## src/design/bnc_pkg.sv

```systemverilog
`default_nettype none
// ----------------------------------------------------------------------------
// bnc_pkg: shared types and constants of the bracket nesting checker
// Field widths, status and kind codes, character codes, the bracket decoders
// and the command/status bundles between controller and datapath.
// ----------------------------------------------------------------------------
package bnc_pkg;

    // default stack size
    localparam int STACK_DEPTH_DEF = 32;

    // field widths
    localparam int CHAR_W   = 8;
    localparam int STATUS_W = 2;
    localparam int KIND_W   = 2;
    localparam int POS_W    = 12;
    localparam int ODEPTH_W = 6;

    // character index saturates here
    localparam logic [POS_W-1:0] POS_MAX = 12'd4095;

    // line status codes
    localparam logic [STATUS_W-1:0] ST_BALANCED   = 2'd0;
    localparam logic [STATUS_W-1:0] ST_CORRUPTED  = 2'd1;
    localparam logic [STATUS_W-1:0] ST_INCOMPLETE = 2'd2;
    localparam logic [STATUS_W-1:0] ST_OVERFLOW   = 2'd3;

    // bracket kinds
    localparam logic [KIND_W-1:0] K_ROUND  = 2'd0;
    localparam logic [KIND_W-1:0] K_SQUARE = 2'd1;
    localparam logic [KIND_W-1:0] K_CURLY  = 2'd2;
    localparam logic [KIND_W-1:0] K_ANGLE  = 2'd3;

    // character codes
    localparam logic [CHAR_W-1:0] CH_OPEN_ROUND   = 8'h28;
    localparam logic [CHAR_W-1:0] CH_CLOSE_ROUND  = 8'h29;
    localparam logic [CHAR_W-1:0] CH_OPEN_SQUARE  = 8'h5B;
    localparam logic [CHAR_W-1:0] CH_CLOSE_SQUARE = 8'h5D;
    localparam logic [CHAR_W-1:0] CH_OPEN_CURLY   = 8'h7B;
    localparam logic [CHAR_W-1:0] CH_CLOSE_CURLY  = 8'h7D;
    localparam logic [CHAR_W-1:0] CH_OPEN_ANGLE   = 8'h3C;
    localparam logic [CHAR_W-1:0] CH_CLOSE_ANGLE  = 8'h3E;

    // decoded bracket: hit flag and kind
    typedef struct packed {
        logic              hit;
        logic [KIND_W-1:0] kind;
    } t_brk;

    // controller to datapath commands
    typedef struct packed {
        logic accept;       // process the accepted character
        logic load_status;  // load the end-of-line status result
        logic load_comp;    // load one completion closer and pop
        logic clear;        // clear all line state
    } t_dp_cmd;

    // datapath to controller status
    typedef struct packed {
        logic incomplete;   // line clean with brackets still open
        logic depth_one;    // exactly one bracket open
    } t_dp_stat;

    function automatic t_brk opener_of(input logic [CHAR_W-1:0] c);
        t_brk r;
        r.hit  = 1'b1;
        r.kind = K_ROUND;
        case (c)
            CH_OPEN_ROUND:  r.kind = K_ROUND;
            CH_OPEN_SQUARE: r.kind = K_SQUARE;
            CH_OPEN_CURLY:  r.kind = K_CURLY;
            CH_OPEN_ANGLE:  r.kind = K_ANGLE;
            default:        r.hit  = 1'b0;
        endcase
        return r;
    endfunction

    function automatic t_brk closer_of(input logic [CHAR_W-1:0] c);
        t_brk r;
        r.hit  = 1'b1;
        r.kind = K_ROUND;
        case (c)
            CH_CLOSE_ROUND:  r.kind = K_ROUND;
            CH_CLOSE_SQUARE: r.kind = K_SQUARE;
            CH_CLOSE_CURLY:  r.kind = K_CURLY;
            CH_CLOSE_ANGLE:  r.kind = K_ANGLE;
            default:         r.hit  = 1'b0;
        endcase
        return r;
    endfunction

endpackage
`default_nettype wire

```

## src/design/bnc_datapath.sv

```systemverilog
`default_nettype none
// ----------------------------------------------------------------------------
// bnc_datapath: bracket stack and line state
// Holds the opener stack memory with a registered top-of-stack read, the
// depth, error flags and character index, and the result payload registers.
// ----------------------------------------------------------------------------
module bnc_datapath
    import bnc_pkg::*;
#(
    parameter int STACK_DEPTH = STACK_DEPTH_DEF
) (
    input  wire logic                i_clk,
    input  wire logic                i_rst_n,
    input  wire t_dp_cmd             i_cmd,
    input  wire logic [CHAR_W-1:0]   i_char_code,
    output t_dp_stat                 o_stat,
    output logic [STATUS_W-1:0]      o_status,
    output logic [KIND_W-1:0]        o_bracket_kind,
    output logic [POS_W-1:0]         o_error_position,
    output logic [ODEPTH_W-1:0]      o_open_depth,
    output logic                     o_is_completion,
    output logic                     o_run_last
);

    localparam int DW = $clog2(STACK_DEPTH + 1);
    localparam int AW = $clog2(STACK_DEPTH);

    // line state
    logic [DW-1:0]     r_depth,    n_depth;
    logic              r_corrupt,  n_corrupt;
    logic              r_ovf,      n_ovf;
    logic [KIND_W-1:0] r_bad_kind, n_bad_kind;
    logic [POS_W-1:0]  r_char_idx, n_char_idx;
    logic [POS_W-1:0]  r_bad_idx,  n_bad_idx;

    // stack memory and registered top entry
    logic [KIND_W-1:0] r_mem [STACK_DEPTH];
    logic [KIND_W-1:0] r_top;

    // result payload
    logic [STATUS_W-1:0] r_status;
    logic [KIND_W-1:0]   r_kind;
    logic [POS_W-1:0]    r_epos;
    logic [ODEPTH_W-1:0] r_odepth;
    logic                r_comp;
    logic                r_last;

    t_brk          w_open;
    t_brk          w_close;
    logic          w_push;
    logic [AW-1:0] w_wr_addr;
    logic [AW-1:0] w_rd_addr;
    logic          w_active;

    // character decode
    assign w_open    = opener_of(i_char_code);
    assign w_close   = closer_of(i_char_code);
    assign w_active  = i_cmd.accept && !r_corrupt && !r_ovf;
    assign w_push    = w_active && w_open.hit && (r_depth < DW'(STACK_DEPTH));
    assign w_wr_addr = r_depth[AW-1:0];

    // next line state
    always_comb begin
        n_depth    = r_depth;
        n_corrupt  = r_corrupt;
        n_ovf      = r_ovf;
        n_bad_kind = r_bad_kind;
        n_char_idx = r_char_idx;
        n_bad_idx  = r_bad_idx;
        if (i_cmd.clear) begin
            n_depth    = '0;
            n_corrupt  = 1'b0;
            n_ovf      = 1'b0;
            n_bad_kind = K_ROUND;
            n_char_idx = '0;
            n_bad_idx  = '0;
        end else if (i_cmd.load_comp) begin
            n_depth = r_depth - 1'b1;
        end else if (i_cmd.accept) begin
            if (r_char_idx != POS_MAX) begin
                n_char_idx = r_char_idx + 1'b1;
            end
            if (w_active) begin
                if (w_open.hit) begin
                    if (w_push) begin
                        n_depth = r_depth + 1'b1;
                    end else begin
                        n_ovf     = 1'b1;
                        n_bad_idx = r_char_idx;
                    end
                end else if (w_close.hit) begin
                    if (r_depth == '0 || r_top != w_close.kind) begin
                        n_corrupt  = 1'b1;
                        n_bad_kind = w_close.kind;
                        n_bad_idx  = r_char_idx;
                    end else begin
                        n_depth = r_depth - 1'b1;
                    end
                end
            end
        end
    end

    // top of stack after this cycle's update
    assign w_rd_addr = (n_depth == '0) ? '0 : AW'(n_depth - 1'b1);

    always_ff @(posedge i_clk) begin
        if (!i_rst_n) begin
            r_depth    <= '0;
            r_corrupt  <= 1'b0;
            r_ovf      <= 1'b0;
            r_bad_kind <= K_ROUND;
            r_char_idx <= '0;
            r_bad_idx  <= '0;
        end else begin
            r_depth    <= n_depth;
            r_corrupt  <= n_corrupt;
            r_ovf      <= n_ovf;
            r_bad_kind <= n_bad_kind;
            r_char_idx <= n_char_idx;
            r_bad_idx  <= n_bad_idx;
        end
    end

    // stack memory, write-first forwarding onto the top register
    always_ff @(posedge i_clk) begin
        if (w_push) begin
            r_mem[w_wr_addr] <= w_open.kind;
        end
        if (w_push && (w_rd_addr == w_wr_addr)) begin
            r_top <= w_open.kind;
        end else begin
            r_top <= r_mem[w_rd_addr];
        end
    end

    // result payload load
    always_ff @(posedge i_clk) begin
        if (i_cmd.load_status) begin
            r_comp <= 1'b0;
            if (r_corrupt) begin
                r_status <= ST_CORRUPTED;
                r_kind   <= r_bad_kind;
                r_epos   <= r_bad_idx;
                r_odepth <= ODEPTH_W'(r_depth);
                r_last   <= 1'b1;
            end else if (r_ovf) begin
                r_status <= ST_OVERFLOW;
                r_kind   <= K_ROUND;
                r_epos   <= r_bad_idx;
                r_odepth <= ODEPTH_W'(r_depth);
                r_last   <= 1'b1;
            end else if (r_depth == '0) begin
                r_status <= ST_BALANCED;
                r_kind   <= K_ROUND;
                r_epos   <= '0;
                r_odepth <= '0;
                r_last   <= 1'b1;
            end else begin
                r_status <= ST_INCOMPLETE;
                r_kind   <= K_ROUND;
                r_epos   <= '0;
                r_odepth <= ODEPTH_W'(r_depth);
                r_last   <= 1'b0;
            end
        end else if (i_cmd.load_comp) begin
            r_status <= ST_INCOMPLETE;
            r_kind   <= r_top;
            r_epos   <= '0;
            r_odepth <= ODEPTH_W'(r_depth - 1'b1);
            r_comp   <= 1'b1;
            r_last   <= (r_depth == DW'(1));
        end
    end

    // status toward the controller
    assign o_stat.incomplete = !r_corrupt && !r_ovf && (r_depth != '0);
    assign o_stat.depth_one  = (r_depth == DW'(1));

    assign o_status         = r_status;
    assign o_bracket_kind   = r_kind;
    assign o_error_position = r_epos;
    assign o_open_depth     = r_odepth;
    assign o_is_completion  = r_comp;
    assign o_run_last       = r_last;

endmodule
`default_nettype wire

```

## config.mk

```make
export PLATFORM = sky130hd
export DESIGN_NAME = bnc_datapath
export DESIGN_NICKNAME = d
export VERILOG_FILES = /design/src/design/bnc_pkg.sv /design/src/design/bnc_datapath.sv
export SDC_FILE = /design/constraint.sdc
export NUM_CORES = 1
export LEC_CHECK = 0
export BUFFER_PORTS_ARGS = -buffer_cell sky130_fd_sc_hd__buf_2
export CAP_MARGIN = 10
export CELL_PAD_IN_SITES_DETAIL_PLACEMENT = 1
export CELL_PAD_IN_SITES_GLOBAL_PLACEMENT = 1
export CORE_MARGIN = 5
export CORE_UTILIZATION = 35
export CTS_CLUSTER_SIZE = 25
export DETAILED_ROUTE_END_ITERATION = 12
export GPL_TIMING_DRIVEN = 0
export HOLD_SLACK_MARGIN = 0.03
export PLACE_DENSITY_LB_ADDON = 0.12
export SYNTH_ARGS = -nofsm -noshare
export SYNTH_HDL_FRONTEND = slang
export SYNTH_SLANG_ARGS = --single-unit
```

## constraint.sdc

```tcl
create_clock -name i_clk -period 4.35 [get_ports i_clk]
set_input_delay 0 -clock i_clk [delete_from_list [all_inputs] [get_ports i_clk]]
set_output_delay 0 -clock i_clk [all_outputs]
set_load 0.01 [all_outputs]
```

* After elaboration in Yosys (flattened, before gate mapping)
Memory sizes are Yosys's and may differ from the RTL's. A register that Yosys moved wholly into a read port is not among the register bits.
Index checks and enable logic that the tools add are counted.
** Cells by class
- $add $sub $neg :: 4
- $mul :: 0
- Div/mod/pow operators :: 0
- Magnitude comparators :: 1
- Equal/unequal tests :: 12
- Shifts and indexed selects :: 0
- Multiplexer cells :: 41
- Bitwise logic cells :: 4
- Reduce and logical (&&, ||, !) cells :: 22
** Operators with widths (number)
- $mux W12 :: 8
- $mux W6 :: 13
- $eq A8 B6 Y1 const B :: 4
- $eq A8 B7 Y1 const B :: 4
- $mux W2 :: 8
- $add A12 B1 Y12 const B :: 1
- $logic_not A6 Y1 :: 2
- $ne A12 B12 Y1 const B :: 1
- $pmux W2 S3 :: 2
- $reduce_and A6 Y1 :: 2
- $mux W1 :: 9
- $reduce_or A4 Y1 :: 2
- $add A6 B1 Y6 const B :: 1
- $eq A6 B1 Y1 const B :: 1
- $logic_and A1 B1 Y1 :: 6
- $lt A6 B6 Y1 const B :: 1
- $reduce_bool A2 Y1 :: 3
- $reduce_bool A6 Y1 :: 1
- $sub A6 B1 Y6 const B :: 1
- $mux W5 :: 1
- $reduce_and A5 Y1 :: 1
- $sub A5 B1 Y5 const B :: 1
- $not A1 Y1 :: 4
- $reduce_and A3 Y1 :: 1
- 5 further kinds :: 6
** Storage, ports and cells
- Register bits after elaboration :: 58
- Latch bits :: 0
- RAM bits :: 64
- Memory bits (read-only) :: 0
- Input bits :: 14
- Output and inout port bits :: 26
- Memories kept :: 1
** Memories
- r_mem :: depth 32, width 2, rd ports 1, clocked after Yosys merged registers in 1, write ports 1, RTL line bnc_datapath.sv:37 : logic [KIND_W-1:0] r_mem [STACK_DEPTH];

* Longest topological paths before layout
- Word-level depth :: 13
- Depth in mapped cells :: 17

* Worst setup path after synthesis
OpenSTA, ideal clock, no wires.
- Path kind :: reg-to-reg
- Start :: register with a tool-made name
- End :: register with a tool-made name
- Library setup time :: 0.121 ns
- Arrival :: 3.359 ns
- Required time :: 4.229 ns
- Path slack :: 0.870 ns
- Stages on the path, launching flop included :: 15
- Buffers on the path :: 2
- Cell sequence :: dfxtp_1 buf_6 buf_8 mux4_1 mux4_2 mux2i_1 xor2_1 nor2_1 o21ai_4 a31o_2 a21oi_1 ha_1 nand3_2 a21oi_2 mux2_2

==> impl_table.tex <==
\begin{tabular}{lr}
\hline
Metric & Value \\
\hline
\multicolumn{2}{l}{\textbf{Run status}} \\
Run status & finished, final reports clean \\
\multicolumn{2}{l}{\textbf{Synth}} \\
Synth top area cells & edfxtp\_1 (44\%), dfxtp\_1 (14\%), nor2\_1 (5.7\%) \\
Post-synthesis sequential element count & 127 \\
Mean area per synthesized cell & 11.7 µm² \\
Post-synthesis instance area & 0.00591 mm² \\
Gate Count Post-Synth & 505 \\
Sequential cell area fraction in the yosys report & 57.8\% \\
Area share of the largest cell type after synthesis & 44.2\% \\
Commonest register cell after synthesis & edfxtp\_1 \\
Ys async rst share & 0\% \\
Count of unique library cells instantiated by Yosys & 61 \\
Post-synth EDFFs & 87 \\
Cell taking the most area after synthesis & edfxtp\_1 \\
Syn\_nets & 525 \\
Warning count from the yosys run & 0 \\
\multicolumn{2}{l}{\textbf{Drt}} \\
Post-route DRC violation count & 0 \\
Number of optimization iterations in the first detailed-route pass & 4 \\
Drt wl/cell & 18.6 µm \\
Number of design-rule violations left by the first detailed-router iteration & 202 \\
Avg Vias per Cell & 5.09 \\
Wire length reported by the detailed router & 14.8 mm \\
Vias after detailed routing & 4,053 \\
Count of antenna-violating nets left after detailed routing & 0 \\
\multicolumn{2}{l}{\textbf{Placement}} \\
Post-detail-place hpwl & 10.7 mm \\
Final weighted congestion in routability-driven placement & 0.812 \\
Instance count after placement with tap cells included & 764 \\
Number of buffers added on ports & 38 \\
\multicolumn{2}{l}{\textbf{Clock network}} \\
Root Buffer & clkbuf\_16 \\
Number of levels the H-tree was split into & 4 \\
Number of clock sinks & 127 \\
CTS Buf Count & 17 \\
Deepest clock path buffer count & 2 \\
Clock latency on the worst-skew pair & 420 ps \\
Clock transition at the register clock pins on the worst setup and hold paths after CTS & 60 ps \\
Clock tree from TritonCTS & done \\
\multicolumn{2}{l}{\textbf{Job}} \\
Max-cap violations & 0 \\
\multicolumn{2}{l}{\textbf{STA}} \\
Setup total negative slack & 0 ps \\
Hold Vio Cnt, Final & 0 \\
Largest clock skew in the final design & 13.3 ps \\
Max Fclk & 241 MHz \\
Share of the clock period used by the worst path & 95.5\% \\
Worst relative slew slack & 21.6\% \\
Slew at the pin closest to its max-slew limit & 1170 ps \\
Final count of negative-setup-slack endpoints & 0 \\
Final count of pins violating max slew & 0 \\
Final period demand of the worst path & 4150 ps \\
Min Hold Slack & 111 ps \\
\multicolumn{2}{l}{\textbf{Setup path}} \\
Critical setup path kind & reg2reg \\
Critical path data arrival time & 4450 ps \\
CP endpoint kind & register \\
Reg2reg path depth & 14 \\
Crit path launch type & register \\
Critical Path RT & 4640 ps \\
CP max-delay cell & mux4\_1 \\
Critical path fanouts, max & 10 \\
Crit path cell chain & buf\_6 -> buf\_8 -> mux4\_1 -> mux4\_2 -> mux2i\_1 -> xor2\_1 -> nor2\_1 -> o21ai\_4 -> a31o\_2 -> a21oi\_1 -> ha\_1 -> nand3\_2 -> a21oi\_2 -> mux2\_2 \\
Peak per-stage delay on the critical path & 560 ps \\
\multicolumn{2}{l}{\textbf{Min path}} \\
Number of cells on the worst hold path & 3 \\
Worst hold path type & in2reg \\
\multicolumn{2}{l}{\textbf{Cells and area}} \\
Layout overhead on the synthesized area & 18.4\% \\
Multi-input logic area & 0.00235 mm² \\
Share of final-layout standard cells stronger than drive strength 1 & 19.8\% \\
Fill count & 1,843 \\
Count of nets after finishing & 584 \\
Post-layout util & 42.2\% \\
Final standard cell count with taps included and fillers excluded & 797 \\
Antenna diodes & 0 \\
Sequential cell area & 0.00341 mm² \\
\multicolumn{2}{l}{\textbf{Die}} \\
Y dimension of the die & 140 µm \\
Boundary pin count & 40 \\
Starting Density & 35.6\% \\
Row cnt & 47 \\
Core area & 0.0166 mm² \\
Die boundary width & 140 µm \\
Total Die Area & 0.0196 mm² \\
\multicolumn{2}{l}{\textbf{Global route}} \\
GR Util All Layers & 15.7\% \\
Vias in the first global route & 4,279 \\
Initial antenna violation count & 0 \\
Total overflow reported by the global router & 0 \\
First-pass GRT wire length & 23.5 mm \\
Largest net degree at the start of global routing & 33 \\
\multicolumn{2}{l}{\textbf{Power and ir drop}} \\
Post-layout total power & 3070 µW \\
Worst vdd ir & 0.332 mV \\
PD cells & 439 mW/mm² \\
Leakage power figure & 0.00247 µW \\
\hline
\end{tabular}
-- final cells by class --
| cell class | count | share of cell area (%) |
|---|---|---|
| clock inverters | 12 | 1.50 |
| plain buffers | 25 | 1.79 |
| repair buffers | 40 | 3.08 |
| multi-input cells | 344 | 33.6 |
| inverters | 9 | 0.483 |
| well taps | 220 | 3.94 |
| clock buffers | 20 | 6.84 |
| flip-flops and latches | 127 | 48.8 |
-- path summary, 6_finish.rpt --
kind | startpoint | endpoint | slack [ps]
worst max-delay path | register | register | 200
worst min-delay path | i_cmd[2] | o_open_depth[0] | 110
worst max register to register | register | register | 200
worst min register to register | o_is_completion | o_is_completion | 470
-- what timing repair did --
item,in CTS,in global routing
hold buffers,1,0
setup buffers,0,0
hold endpoints to repair,5,0
setup endpoints to repair,1,1
gates resized for setup,1,1
-- power by group --
| group | total [µW] | internal (µW) | switching [µW] | leakage (µW) |
|---|---|---|---|---|
| logic | 347 | 140 | 207 | 0.00103 |
| registers | 1340 | 1320 | 24.0 | 0.00116 |
| clock network | 1380 | 850 | 532 | 0.000284 |
-- placed cells by master, fill, tap and decap left out, drive strengths merged, types with 11 or more instances in the layout --
cell	synthesis	layout
nor2	90	90
clkbuf	20	40
a21oi	17	17
edfxtp	87	87
mux2i	26	26
xnor2	11	11
nand3	12	12
nand2	29	29
and2	18	18
buf	5	44
o21ai	14	14
dfxtp	40	40
inv	9	13
-- cell families (layout without fill, tap and decap cells) --
logic type | count (synthesis) | in the layout | synth area share, %
XOR/XNOR | 21 | 21 | 3.11
flip-flops | 127 | 127 | 57.8
AND/OR/NAND/NOR | 208 | 208 | 17.4
multiplexers | 46 | 46 | 10.3
buffers and inverters | 34 | 106 | 2.67
adder cells (fa/ha/maj) | 6 | 6 | 1.27
AO/OA/AOI/OAI | 63 | 63 | 7.48
-- flip-flops by register name, indices dropped and copies added, names as in the netlist, named ones only --
signal            cells
o_bracket_kind        2
o_error_position     12
o_is_completion       1
o_open_depth          6
o_run_last            1
o_status              2
r_bad_idx            12
r_bad_kind            2
r_char_idx           12
r_corrupt             1
r_depth               6
r_mem                64
r_ovf                 1
-- Yosys cell counts, types with 6 or more instances --
master and number:
a21oi_1 15, dfxtp_1 40, nor2_1 90, xor2_1 10, xnor2_1 11, ha_1 6
and3_1 9, mux4_2 9, nand3_1 11, inv_1 9, clkbuf_1 20, mux2i_1 26
o21ai_0 12, nor3_1 10, nand2b_1 8, nand2_1 29, and2_1 17, edfxtp_1 87
mux2_2 9
-- critical path: cells and delay by family (launching register included) --
kind	cells	cell delay [ps]
adders and majority gates	1	250
DFF	1	320
muxes	4	1750
xor gates and xnor gates	1	140
and+or+nand+nor	2	320
AOI/OAI and AO/OA	4	910
buffers and inverters	2	330
-- through the flow --
stage	cell area, µm²	setup WS [ps]
2_1_floorplan	5910	870
3_3_place_gp	6370	43.8
3_5_place_dp	6390	29.7
4_1_cts	6980	138
5_1_grt	6990	-4.70
6_report	6990	195
-- per-layer routing --
metal / up-vias / part of all wire [%] / GRT usage [%]
li1: 1959 / - / -
met1: 2024 / 46 / 19.9
met2: 58 / 50 / 26.3
met3: 12 / 3.5 / 4.09
met4: 0 / 0.80 / 4.90
met5: - / 0 / 0
Note: power is estimated with default switching activity, not from simulation.
